File: src/design/qbbc_pkg.sv
// Package: constants, codes and types for the quoted bracket checker.
package qbbc_pkg;

   localparam int MAX_DEPTH = 64;
   localparam int DEPTH_W   = $clog2(MAX_DEPTH + 1);

   localparam logic [7:0] CH_QUOTE   = 8'h27;
   localparam logic [7:0] CH_LROUND  = 8'h28;
   localparam logic [7:0] CH_RROUND  = 8'h29;
   localparam logic [7:0] CH_LSQUARE = 8'h5B;
   localparam logic [7:0] CH_RSQUARE = 8'h5D;
   localparam logic [7:0] CH_BSLASH  = 8'h5C;

   localparam logic KIND_ROUND  = 1'b0;
   localparam logic KIND_SQUARE = 1'b1;

   typedef enum logic [1:0] {
      ST_OK       = 2'd0,
      ST_MISMATCH = 2'd1,
      ST_UNCLOSED = 2'd2,
      ST_OVERFLOW = 2'd3
   } status_type;

   typedef struct packed {
      logic push;
      logic pop;
      logic kind;
   } stack_ctl_type;

endpackage

File: src/design/qbbc_cell.sv
// One stack cell: holds a bracket kind and shifts with its neighbors.
module qbbc_cell
   import qbbc_pkg::*;
(
   input  logic          clock,
   input  stack_ctl_type ctl,
   input  logic          from_above,
   input  logic          from_below,
   output logic          kind
);

   logic kind_ff;
   logic kind_in;

   always_comb begin
      if (ctl.push) begin
         kind_in = from_above;
      end else if (ctl.pop) begin
         kind_in = from_below;
      end else begin
         kind_in = kind_ff;
      end
   end

   always_ff @(posedge clock) begin
      kind_ff <= kind_in;
   end

   assign kind = kind_ff;

endmodule

File: src/design/qbbc_stack.sv
// Bracket stack: a row of shifting cells, top of stack in cell 0.
module qbbc_stack
   import qbbc_pkg::*;
(
   input  logic          clock,
   input  stack_ctl_type ctl,
   output logic          top_kind
);

   logic [MAX_DEPTH-1:0] kind_vec;
   logic [MAX_DEPTH-1:0] above_vec;
   logic [MAX_DEPTH-1:0] below_vec;

   always_comb begin
      above_vec = {kind_vec[MAX_DEPTH-2:0], ctl.kind};
      below_vec = {1'b0, kind_vec[MAX_DEPTH-1:1]};
   end

   for (genvar i = 0; i < MAX_DEPTH; i++) begin : g_cell
      qbbc_cell u_cell (
         .clock      (clock),
         .ctl        (ctl),
         .from_above (above_vec[i]),
         .from_below (below_vec[i]),
         .kind       (kind_vec[i])
      );
   end

   assign top_kind = kind_vec[0];

endmodule
File: config.mk
export PLATFORM = sky130hd
export DESIGN_NAME = qbbc_stack
export DESIGN_NICKNAME = d
export VERILOG_FILES = /design/src/design/qbbc_pkg.sv /design/src/design/qbbc_cell.sv /design/src/design/qbbc_stack.sv
export SDC_FILE = /design/constraint.sdc
export NUM_CORES = 1
export LEC_CHECK = 0
export BUFFER_PORTS_ARGS = -buffer_cell sky130_fd_sc_hd__buf_2
export CAP_MARGIN = 20
export CORE_MARGIN = 3
export CORE_UTILIZATION = 55
export DETAILED_ROUTE_END_ITERATION = 12
export GPL_TIMING_DRIVEN = 0
export PLACE_DENSITY = 0.71
export SYNTH_ARGS = -nofsm -noshare
export SYNTH_HDL_FRONTEND = slang
export SYNTH_SLANG_ARGS = --single-unit
File: constraint.sdc
create_clock -name clock -period 2 [get_ports clock]
set_input_delay 0.2 -clock clock [delete_from_list [all_inputs] [get_ports clock]]
set_output_delay 0.2 -clock clock [all_outputs]
set_load 0.005 [all_outputs]
Word level (Yosys, flattened, before mapping) --
Cells that the tools add are included. Widths: inputs -> output; s select.
Word-level totals: output and inout bits 1, register bits after elaboration 64, word-level logic and storage cells 193
Operators by class: reductions and logical operators 1, mux-type cells 128
Operator list (number):
- $mux 1 | 128
- $reduce_bool 2->1 | 1

Depth between registers and ports, before layout --
Gate-level depths: netlist of the first run.
depth in word-level cells 2, depth in mapped cells 3, depth with buffers taken out 1

Cells and area by module --
A second synthesis of the first run with hierarchy kept.
Unflattened totals: cell total of the unflattened synthesis 193, area total of the unflattened synthesis 3286.9 µm²
By module, submodules not included:
- qbbc_cell | seq. area each 30.0 µm², cells an instance 3, times used 64, area each 51.3 µm²
- qbbc_stack | seq. area each 0.0 µm², cells an instance 1, times used 1, area each 3.8 µm²

Worst setup path after synthesis of the first run --
OpenSTA, ideal clock, no wires.
path type in2reg, start point input port ctl[2] in the netlist's numbering, end point register g_cell[0].u_cell.kind_ff, enable pin, arrival time 1.339 ns, path slack 0.266 ns, stages on the path 3, library setup time 0.394 ns, cells stage by stage buf_6 > buf_6 > or2_2
On the way: longest elaborated chain between the ends 1
Ends and longest elaborated chain:
- start, declared | line qbbc_stack.sv:6 | input stack_ctl_type ctl,
- $reduce_bool 2->1 (no line)
- end signal, assigned | line qbbc_cell.sv:26 | kind_ff <= kind_in;
- end, declared | line qbbc_cell.sv:12 | logic kind_ff;
Every way passes these cells. A chain may end at the register's enable or synchronous reset.

Final worst setup path of the first run --
start point input port ctl[2] in the netlist's numbering, end point register g_cell[17].u_cell.kind_ff, enable pin
On the way: longest elaborated chain between the ends 1
Ends and longest elaborated chain (line):
- $reduce_bool 2->1 (no line)
- end signal, assigned | qbbc_cell.sv:26
- end, declared | qbbc_cell.sv:12
Every way passes these cells.

==> results_dict.tcl, run 1 <==
set metrics [dict create \
    status "finished, final reports clean" \
    syn-instance-count 136 \
    hold_critical_path_depth 2 \
    sequential_cell_area_um2 1922 \
    synth_top_area_frac 0.6635 \
    launching_element_type_of_the_critical_path "primary input" \
    timing.fmax_ghz 0.7137 \
    synth.ff_latch_count 64 \
    drtIter0Drc 46 \
    antenna_left 0 \
    cellLeakagePower_nw 1.262 \
    design.final.nets 155 \
    hpwl_mm 2.521 \
    clock-skew-final_ps 6.509 \
    global_placer_s_final_weighted_congestion 0.7727 \
    root_buffer_cell "sky130_fd_sc_hd__clkbuf_8" \
    vias 1217 \
    detailedPlace.worstSlack_ps 241.8 \
    drc 0 \
    clockBufferDepth 2 \
    grt_start_max_net_pins 38 \
    critical_path.max_fanout 37 \
    antenna_found_initial 0 \
    initial_core_util 0.5898 \
    worst_hold_slack_ps 179.2 \
    peak_supply_drop_uv 544.6 \
    postSynthNetCount 140 \
    critical_path.endpoint_type "register" \
    area_of_combinational_cells_with_multiple_inputs_um2 902.1 \
    postCtsSetupBuffers 0 \
    worstHoldPathType "primary input to register" \
    synth_compound_area_frac 0 \
    synth-adder-area-share 0 \
    cts_sinks 64 \
    top_level_ports 5 \
    post-synth-top-count-cell "sky130_fd_sc_hd__edfxtp_1" \
    ws_path_type "primary input to register" \
    port-buffer-count 3 \
    yosys-top-cells-count "64 x sky130_fd_sc_hd__edfxtp_1, 48 x sky130_fd_sc_hd__mux2_4, 15 x sky130_fd_sc_hd__mux2_2, 6 x sky130_fd_sc_hd__buf_6" \
    slew_headroom 0.5543 \
    cts_repair_resize_count 0 \
    global_route.usage.total 0.1476 \
    cts_tree "done" \
    grt_first_pass_wirelength_mm 6.720 \
    number_of_enable_type_register_cells_in_the_synthesized_netlist 64 \
    area_delta_synth_final_pct 9.460 \
    grt_remaining_overflow 0 \
    worst_r2r_path_depth 1 \
    placed_cells 207 \
    synth.area.top_cells "sky130_fd_sc_hd__edfxtp_1 66%, sky130_fd_sc_hd__mux2_4 25%, sky130_fd_sc_hd__mux2_2 5.8%, sky130_fd_sc_hd__buf_6 2.3%, sky130_fd_sc_hd__and2_1 0.22%" \
    timing.critical_path.arrival_ps 1420 \
    synth_top_cell_by_area "sky130_fd_sc_hd__edfxtp_1" \
    sequential_area_share_after_synthesis 0.6635 \
    cp.required_ps 2020 \
    yosysWarnings 0 \
    grt_setup_unrepaired "false" \
    hold_violations 0 \
    grt_pass1_vias 1315 \
    max_cap_violations 0 \
    cts.reportedPaths.clkPinSlew_ps 60 \
    main_combinational_cell_family_by_area_after_synthesis "multiplexers" \
    post_synth.cell_area_avg_um2 21.30 \
    die_width_um 78.57 \
    post-route-worst-setup-slack_ps 598.9 \
    synth_cell_type_count 7 \
    synth_simple_gate_area_share 0.004320 \
    power.density_cell_area_nw_per_um2 1034 \
    cts_hold_repair.buffers 0 \
    worst_slew_pin_slew_ps 668.6 \
    p_total_mw 3.277 \
    xor_xnor_portion_of_the_synthesized_cell_area 0 \
    sum_of_routed_wire_length_over_all_layers_mm 4.021 \
    netlist_area_um2 2897 \
    largest_reg_flops 64 \
    ys_dominant_reg_cell "sky130_fd_sc_hd__edfxtp_1" \
    layout_min_cycle_time_ps 1401 \
    timing.final.max_slew_violations 0 \
    drt_first_pass_iters 6 \
    synthMuxAreaShare 0.3071 \
    route.detailed.vias_per_inst 5.457 \
    clk-insertion-delay-late_ps 330 \
    placementRows 25 \
    report.final.setup_viol 0 \
    htree_num_levels 3 \
    fp.dieArea_um2 6173 \
    total_cts_buffers 9 \
    final_layout_size_suffix_gt1_frac 0.5641 \
    setup_tns_ps 0 \
    antenna_cells_inserted 0 \
    synth-async-reset-ratio 0 \
    finish.cell_count_without_fillers 223 \
    routed_wire_length_per_instance_um 18.03 \
    die-height_um 78.57 \
    core_area_um2 4911 \
    period_utilization 0.7005 \
    fillers 342 \
]
critical path, cell delays in order:
cell and delay, ps:
sky130_fd_sc_hd__buf_6 140, sky130_fd_sc_hd__buf_6 180, sky130_fd_sc_hd__or2_2 570, sky130_fd_sc_hd__buf_12 300
power breakdown:
group,internal [mW],switching (mW)
Sequential,1.80,0.138
Combinational,0.331,0.130
Clock,0.437,0.444
cell type report:
class,count,area share
multi-input combinational,65,0.2845
timing repair buffer,4,0.01105
clock inverter,5,0.007498
clock buffer,11,0.04144
sequential,64,0.6062
buffer,7,0.02289
tap,67,0.02644
logic make-up (layout without fill, tap and decap cells):
group | Yosys count | in the layout
flops | 64 | 64
buf+inv | 7 | 27
mux | 63 | 63
simple gates | 2 | 2
layout by cell type, fill, tap and decap left out, drive strengths merged:
cell type | netlist | final
edfxtp | 64 | 64
mux2 | 63 | 63
clkbuf | 0 | 11
buf | 7 | 11
clkinv | 0 | 5
and2 | 1 | 1
or2 | 1 | 1
metrics by stage:
step	util	area [um2]
6_report	0.6456	3171
5_1_grt	0.6456	3171
4_1_cts	0.6456	3171
3_5_place_dp	0.6140	3015
3_3_place_gp	0.6099	2995
2_1_floorplan	-	2897
layer usage:
metal  wire (um)  vias up  global-route usage  share of wire
met3         103        9             0.04817          0.026
met2        1957       10              0.2199           0.49
met1        1885      632              0.1941           0.47
met4          74        0             0.07343          0.018
li1            -      566                   -              -
met5           0        -                   0              0
final timing paths:
kind / startpoint / endpoint / slack, ps
max: ctl[2] / g_cell[17].u_cell.kind / 600
min: ctl[0] / g_cell[0].u_cell.kind / 180
max reg2reg: g_cell[12].u_cell.kind / g_cell[11].u_cell.kind / 1050
min reg2reg: g_cell[63].u_cell.kind / g_cell[62].u_cell.kind / 580
Note: power is estimated with default switching activity, not from simulation.
==> inputs of run 2 (changes only) <==
Clock period 2 ns to 1.3 ns, I/O delays scaled along.
==> results_dict.tcl, run 2 (synthesized netlist as in run 1, its figures left out) <==
set metrics [dict create \
    design.final.nets 154 \
    timing.final.max_slew_violations 0 \
    cts_hold_repair.buffers 0 \
    drc 0 \
    global_route.usage.total 0.1539 \
    timing.reg2reg.setup_slack_ps 340 \
    area_delta_synth_final_pct 10.15 \
    area_of_combinational_cells_with_multiple_inputs_um2 904.6 \
    layout_commonest_cell "sky130_fd_sc_hd__edfxtp_1" \
    routed_wire_length_per_instance_um 18.38 \
    netSwitchingPower_mw 1.113 \
    cts.reportedPaths.clkPinSlew_ps 60 \
    hold_critical_path_depth 2 \
    cellLeakagePower_nw 1.267 \
    cts_tree "done" \
    die-height_um 78.57 \
    drtIter0Drc 102 \
    top_level_ports 5 \
    timing.critical_path.arrival_ps 1130 \
    antenna_found_initial 0 \
    chain_of_cells_forming_the_critical_path "buf_12, buf_8, or2_4" \
    placementRows 25 \
    intPower_mw 4.153 \
    grt_first_pass_wirelength_mm 6.975 \
    clock-skew-final_ps 8.822 \
    setup_tns_ps 0 \
    power.share.combinational 0.135 \
    launching_element_type_of_the_critical_path "primary input" \
    port-buffer-count 3 \
    initial_core_util 0.5898 \
    critical_path.slowest_cell "sky130_fd_sc_hd__or2_4" \
    grt_remaining_overflow 0 \
    core_area_um2 4911 \
    power.density_cell_area_nw_per_um2 1651 \
    grt_setup_unrepaired "false" \
    hpwl_mm 2.404 \
    worst_hold_slack_ps 101.0 \
    critical_path.max_fanout 64 \
    worstHoldPathType "primary input to register" \
    switching_share 0.2114 \
    sum_of_routed_wire_length_over_all_layers_mm 4.080 \
    fillers 341 \
    clk-insertion-delay-late_ps 330 \
    cts_sinks 64 \
    clockBufferDepth 2 \
    antenna_cells_inserted 0 \
    critical_path.endpoint_type "register" \
    largest_reg_flops 64 \
    postCtsSetupBuffers 0 \
    status "finished, final reports clean" \
    global_placer_s_final_weighted_congestion 0.7587 \
    report.final.setup_viol 0 \
    sequential_cell_area_um2 1922 \
    slew_headroom 0.4414 \
    postPlaceCellArea_um2 3010 \
    grt_start_max_net_pins 65 \
    peak_supply_drop_uv 1018 \
    root_buffer_cell "sky130_fd_sc_hd__clkbuf_8" \
    critical_path.max_stage_delay_ps 690 \
    seqPwrFrac 0.567 \
    fin_area_um2 3191 \
    antenna_left 0 \
    clkPwrFrac 0.299 \
    worst_slew_pin_slew_ps 837.9 \
    cp.required_ps 1260 \
    period_utilization 0.9002 \
    die_width_um 78.57 \
    final_layout_size_suffix_gt1_frac 0.5613 \
    cts_repair_resize_count 0 \
    hold_violations 0 \
    total_cts_buffers 9 \
    drt_first_pass_iters 4 \
    htree_num_levels 3 \
    fp.dieArea_um2 6173 \
    worst_r2r_path_depth 1 \
    most-common-layout-cells "64 x sky130_fd_sc_hd__edfxtp_1, 48 x sky130_fd_sc_hd__mux2_4, 15 x sky130_fd_sc_hd__mux2_2" \
    layout_min_cycle_time_ps 1170 \
    max_cap_violations 0 \
    route.detailed.vias_per_inst 5.365 \
    vias 1191 \
    ws_path_type "primary input to register" \
    grt_pass1_vias 1341 \
    timing.fmax_ghz 0.8545 \
]
run 2: metal layers:
| metal | share of wire | routed length [um] | track usage | vias to the layer above |
|---|---|---|---|---|
| met1 | 0.46 | 1897 | 0.1906 | 601 |
| met3 | 0.030 | 124 | 0.06193 | 6 |
| met5 | 0 | 0 | 0 | - |
| met4 | 0.010 | 41 | 0.05769 | 0 |
| li1 | - | - | - | 565 |
| met2 | 0.49 | 2017 | 0.2428 | 19 |
run 2: through the flow:
stage | util | std cells | total power [mW] | setup WS (ps)
after floorplan | - | 136 | 3.550 | -5.383
after global placement | 0.6130 | 206 | 3.672 | -165.4
after detailed placement | 0.6130 | 206 | 3.719 | -240.1
after CTS | 0.6497 | 222 | 5.325 | 150.5
after global routing | 0.6497 | 222 | 5.523 | 73.60
final | 0.6497 | 222 | 5.266 | 129.7
run 2: critical path, delay by kind of cell:
kind / cells / cell delay, ps
simple gates: 1 / 690
buf+inv: 2 / 270
run 2: power groups by stage:
stage	Clock (mW)	Combinational, mW	Sequential [mW]
after floorplan	0	0.631	2.92
after global placement	0	0.678	2.99
after detailed placement	0	0.707	3.01
after CTS	1.63	0.713	2.99
after global routing	1.73	0.754	3.04
final	1.57	0.709	2.98
run 2: path summary, 6_finish.rpt:
check	end	start
min	g_cell[0].u_cell.kind	ctl[0]
max reg2reg	g_cell[30].u_cell.kind	g_cell[29].u_cell.kind
min reg2reg	g_cell[62].u_cell.kind	g_cell[63].u_cell.kind
max	g_cell[31].u_cell.kind	ctl[2]
run 2: cell type report:
type,count,share of cell area
clock inverter,4,0.01412
clock buffer,12,0.04235
multi-input combinational,65,0.2835
buffer,7,0.02667
sequential,64,0.6024
tap,67,0.02627
timing repair buffer,3,0.004706
==> inputs of run 3 (changes only) <==
Clock period 1.3 ns to 1.5 ns, I/O delays scaled along.
==> results_dict.tcl, run 3 (synthesized netlist as in run 1, its figures left out) <==
set metrics [dict create \
    status "finished, final reports clean" \
    routed_wire_length_per_instance_um 17.34 \
    antenna_left 0 \
    clockBufferDepth 2 \
    htree_num_levels 3 \
    launching_element_type_of_the_critical_path "primary input" \
    timing.final.max_slew_violations 0 \
    cts_hold_repair.buffers 0 \
    grt_setup_unrepaired "false" \
    hold_end "g_cell[0].u_cell.kind" \
    worst_slew_pin_slew_ps 838.9 \
    intPower_mw 3.577 \
    worstHoldPathType "primary input to register" \
    timing.critical_path.arrival_ps 1200 \
    cellLeakagePower_nw 1.262 \
    grt_pass1_vias 1285 \
    hpwl_mm 2.306 \
    top_level_ports 5 \
    global_route.usage.total 0.1447 \
    global_placer_s_final_weighted_congestion 0.6544 \
    route.detailed.vias_per_inst 5.262 \
    cts_repair_resize_count 0 \
    grt_start_max_net_pins 65 \
    final_layout_size_suffix_gt1_frac 0.5649 \
    drt_first_pass_iters 3 \
    critical_path.top_delay_family "simple AND/OR/NAND/NOR gates" \
    cts_tree "done" \
    peak_supply_drop_uv 926.8 \
    postCtsSetupBuffers 0 \
    cts.reportedPaths.clkPinSlew_ps 70 \
    antenna_found_initial 0 \
    cp.required_ps 1450 \
    timing.reg2reg.setup_slack_ps 550 \
    drc 0 \
    critical_path.max_fanout 64 \
    timing.hold.worst.start "ctl[0]" \
    port-buffer-count 3 \
    timing.fmax_ghz 0.8003 \
    vias 1163 \
    slew_headroom 0.4408 \
    regToRegStartpoint "g_cell[30].u_cell.kind" \
    critical_path.endpoint_type "register" \
    fillers 344 \
    core_area_um2 4911 \
    critPathBufInv 2 \
    layout_commonest_cell "sky130_fd_sc_hd__edfxtp_1" \
    netSwitchingPower_mw 0.9480 \
    hold_critical_path_depth 2 \
    root_buffer_cell "sky130_fd_sc_hd__clkbuf_8" \
    setup_tns_ps 0 \
    layout_min_cycle_time_ps 1250 \
    clk-insertion-delay-late_ps 320 \
    timing.critical_path.mode_cell "sky130_fd_sc_hd__buf_6" \
    clock-skew-final_ps 7.671 \
    seqPwrFrac 0.569 \
    ws_path_type "primary input to register" \
    switching_share 0.2095 \
    antenna_cells_inserted 0 \
    die-height_um 78.57 \
    initial_core_util 0.5898 \
    hold_violations 0 \
    clkPwrFrac 0.296 \
    report.final.setup_viol 0 \
    total_cts_buffers 9 \
    critical_path.slowest_cell "sky130_fd_sc_hd__or2_4" \
    worst_hold_slack_ps 126.4 \
    sum_of_routed_wire_length_over_all_layers_mm 3.833 \
    finish.utilization 0.6464 \
    design.final.nets 154 \
    power.density_cell_area_nw_per_um2 1426 \
    critical_path.max_stage_delay_ps 700 \
    power.share.combinational 0.135 \
    worst_r2r_path_depth 1 \
    largest_reg_flops 64 \
    max_cap_violations 0 \
    chain_of_cells_forming_the_critical_path "buf_6, buf_6, or2_4" \
    drtIter0Drc 106 \
    placementRows 25 \
    die_width_um 78.57 \
    most-common-layout-cells "64 x sky130_fd_sc_hd__edfxtp_1, 48 x sky130_fd_sc_hd__mux2_4, 15 x sky130_fd_sc_hd__mux2_2" \
    cts_sinks 64 \
    period_utilization 0.8330 \
    grt_first_pass_wirelength_mm 6.617 \
    area_delta_synth_final_pct 9.589 \
    grt_remaining_overflow 0 \
    worstReg2RegEnd "g_cell[29].u_cell.kind" \
    fp.dieArea_um2 6173 \
]
## run 3: changes by cell type in the layout (fill, tap and decap cells not counted), sizes merged
cell,before,now
clkbuf,12,10
clkinv,3,4
## run 3: worst max path at each step
stage | startpoint | end | cells after the start
2_1_floorplan | ctl[2] | g_cell[0].u_cell.kind | 3
3_3_place_gp | ctl[2] | g_cell[40].u_cell.kind | 3
3_5_place_dp | ctl[2] | g_cell[48].u_cell.kind | 3
4_1_cts | ctl[2] | g_cell[45].u_cell.kind | 3
5_1_grt | ctl[2] | g_cell[35].u_cell.kind | 3
6_report | ctl[2] | g_cell[11].u_cell.kind | 3
## run 3: per-stage QoR
step	cell area (um2)	setup slack [ps]	std cells	total power, mW
finish	3174	250.5	221	4.525
global route	3174	152.4	221	4.734
CTS	3174	259.1	221	4.565
detailed placement	2998	-95.63	206	3.216
global placement	2998	-45.68	206	3.180
floorplan	2899	129.6	136	3.073
## run 3: final cells by class
| type | count | area, um2 | share of cell area |
|---|---|---|---|
| plain buffers | 7 | 72.57 | 0.02286 |
| clock inverters | 5 | 48.80 | 0.01537 |
| well taps | 67 | 83.83 | 0.02641 |
| repair buffers | 3 | 15.01 | 0.004730 |
| multi-input cells | 65 | 904.6 | 0.2850 |
| flip-flops and latches | 64 | 1922 | 0.6054 |
| clock buffers | 10 | 127.6 | 0.04020 |
## run 3: metal layers
metal | global-route usage | part of all wire | vias to the layer above
met3 | 0.03440 | 0.018 | 8
li1 | - | - | 560
met5 | 0 | 0 | -
met4 | 0.08392 | 0.022 | 0
met1 | 0.2175 | 0.53 | 586
met2 | 0.1902 | 0.43 | 9
## run 3: power by group through the flow
| stage | logic, mW | registers (mW) | clock network [mW] |
|---|---|---|---|
| finish | 0.612 | 2.57 | 1.34 |
| global route | 0.655 | 2.62 | 1.45 |
| detailed placement | 0.605 | 2.61 | 0 |
| CTS | 0.616 | 2.58 | 1.37 |
| floorplan | 0.542 | 2.53 | 0 |
| global placement | 0.582 | 2.60 | 0 |
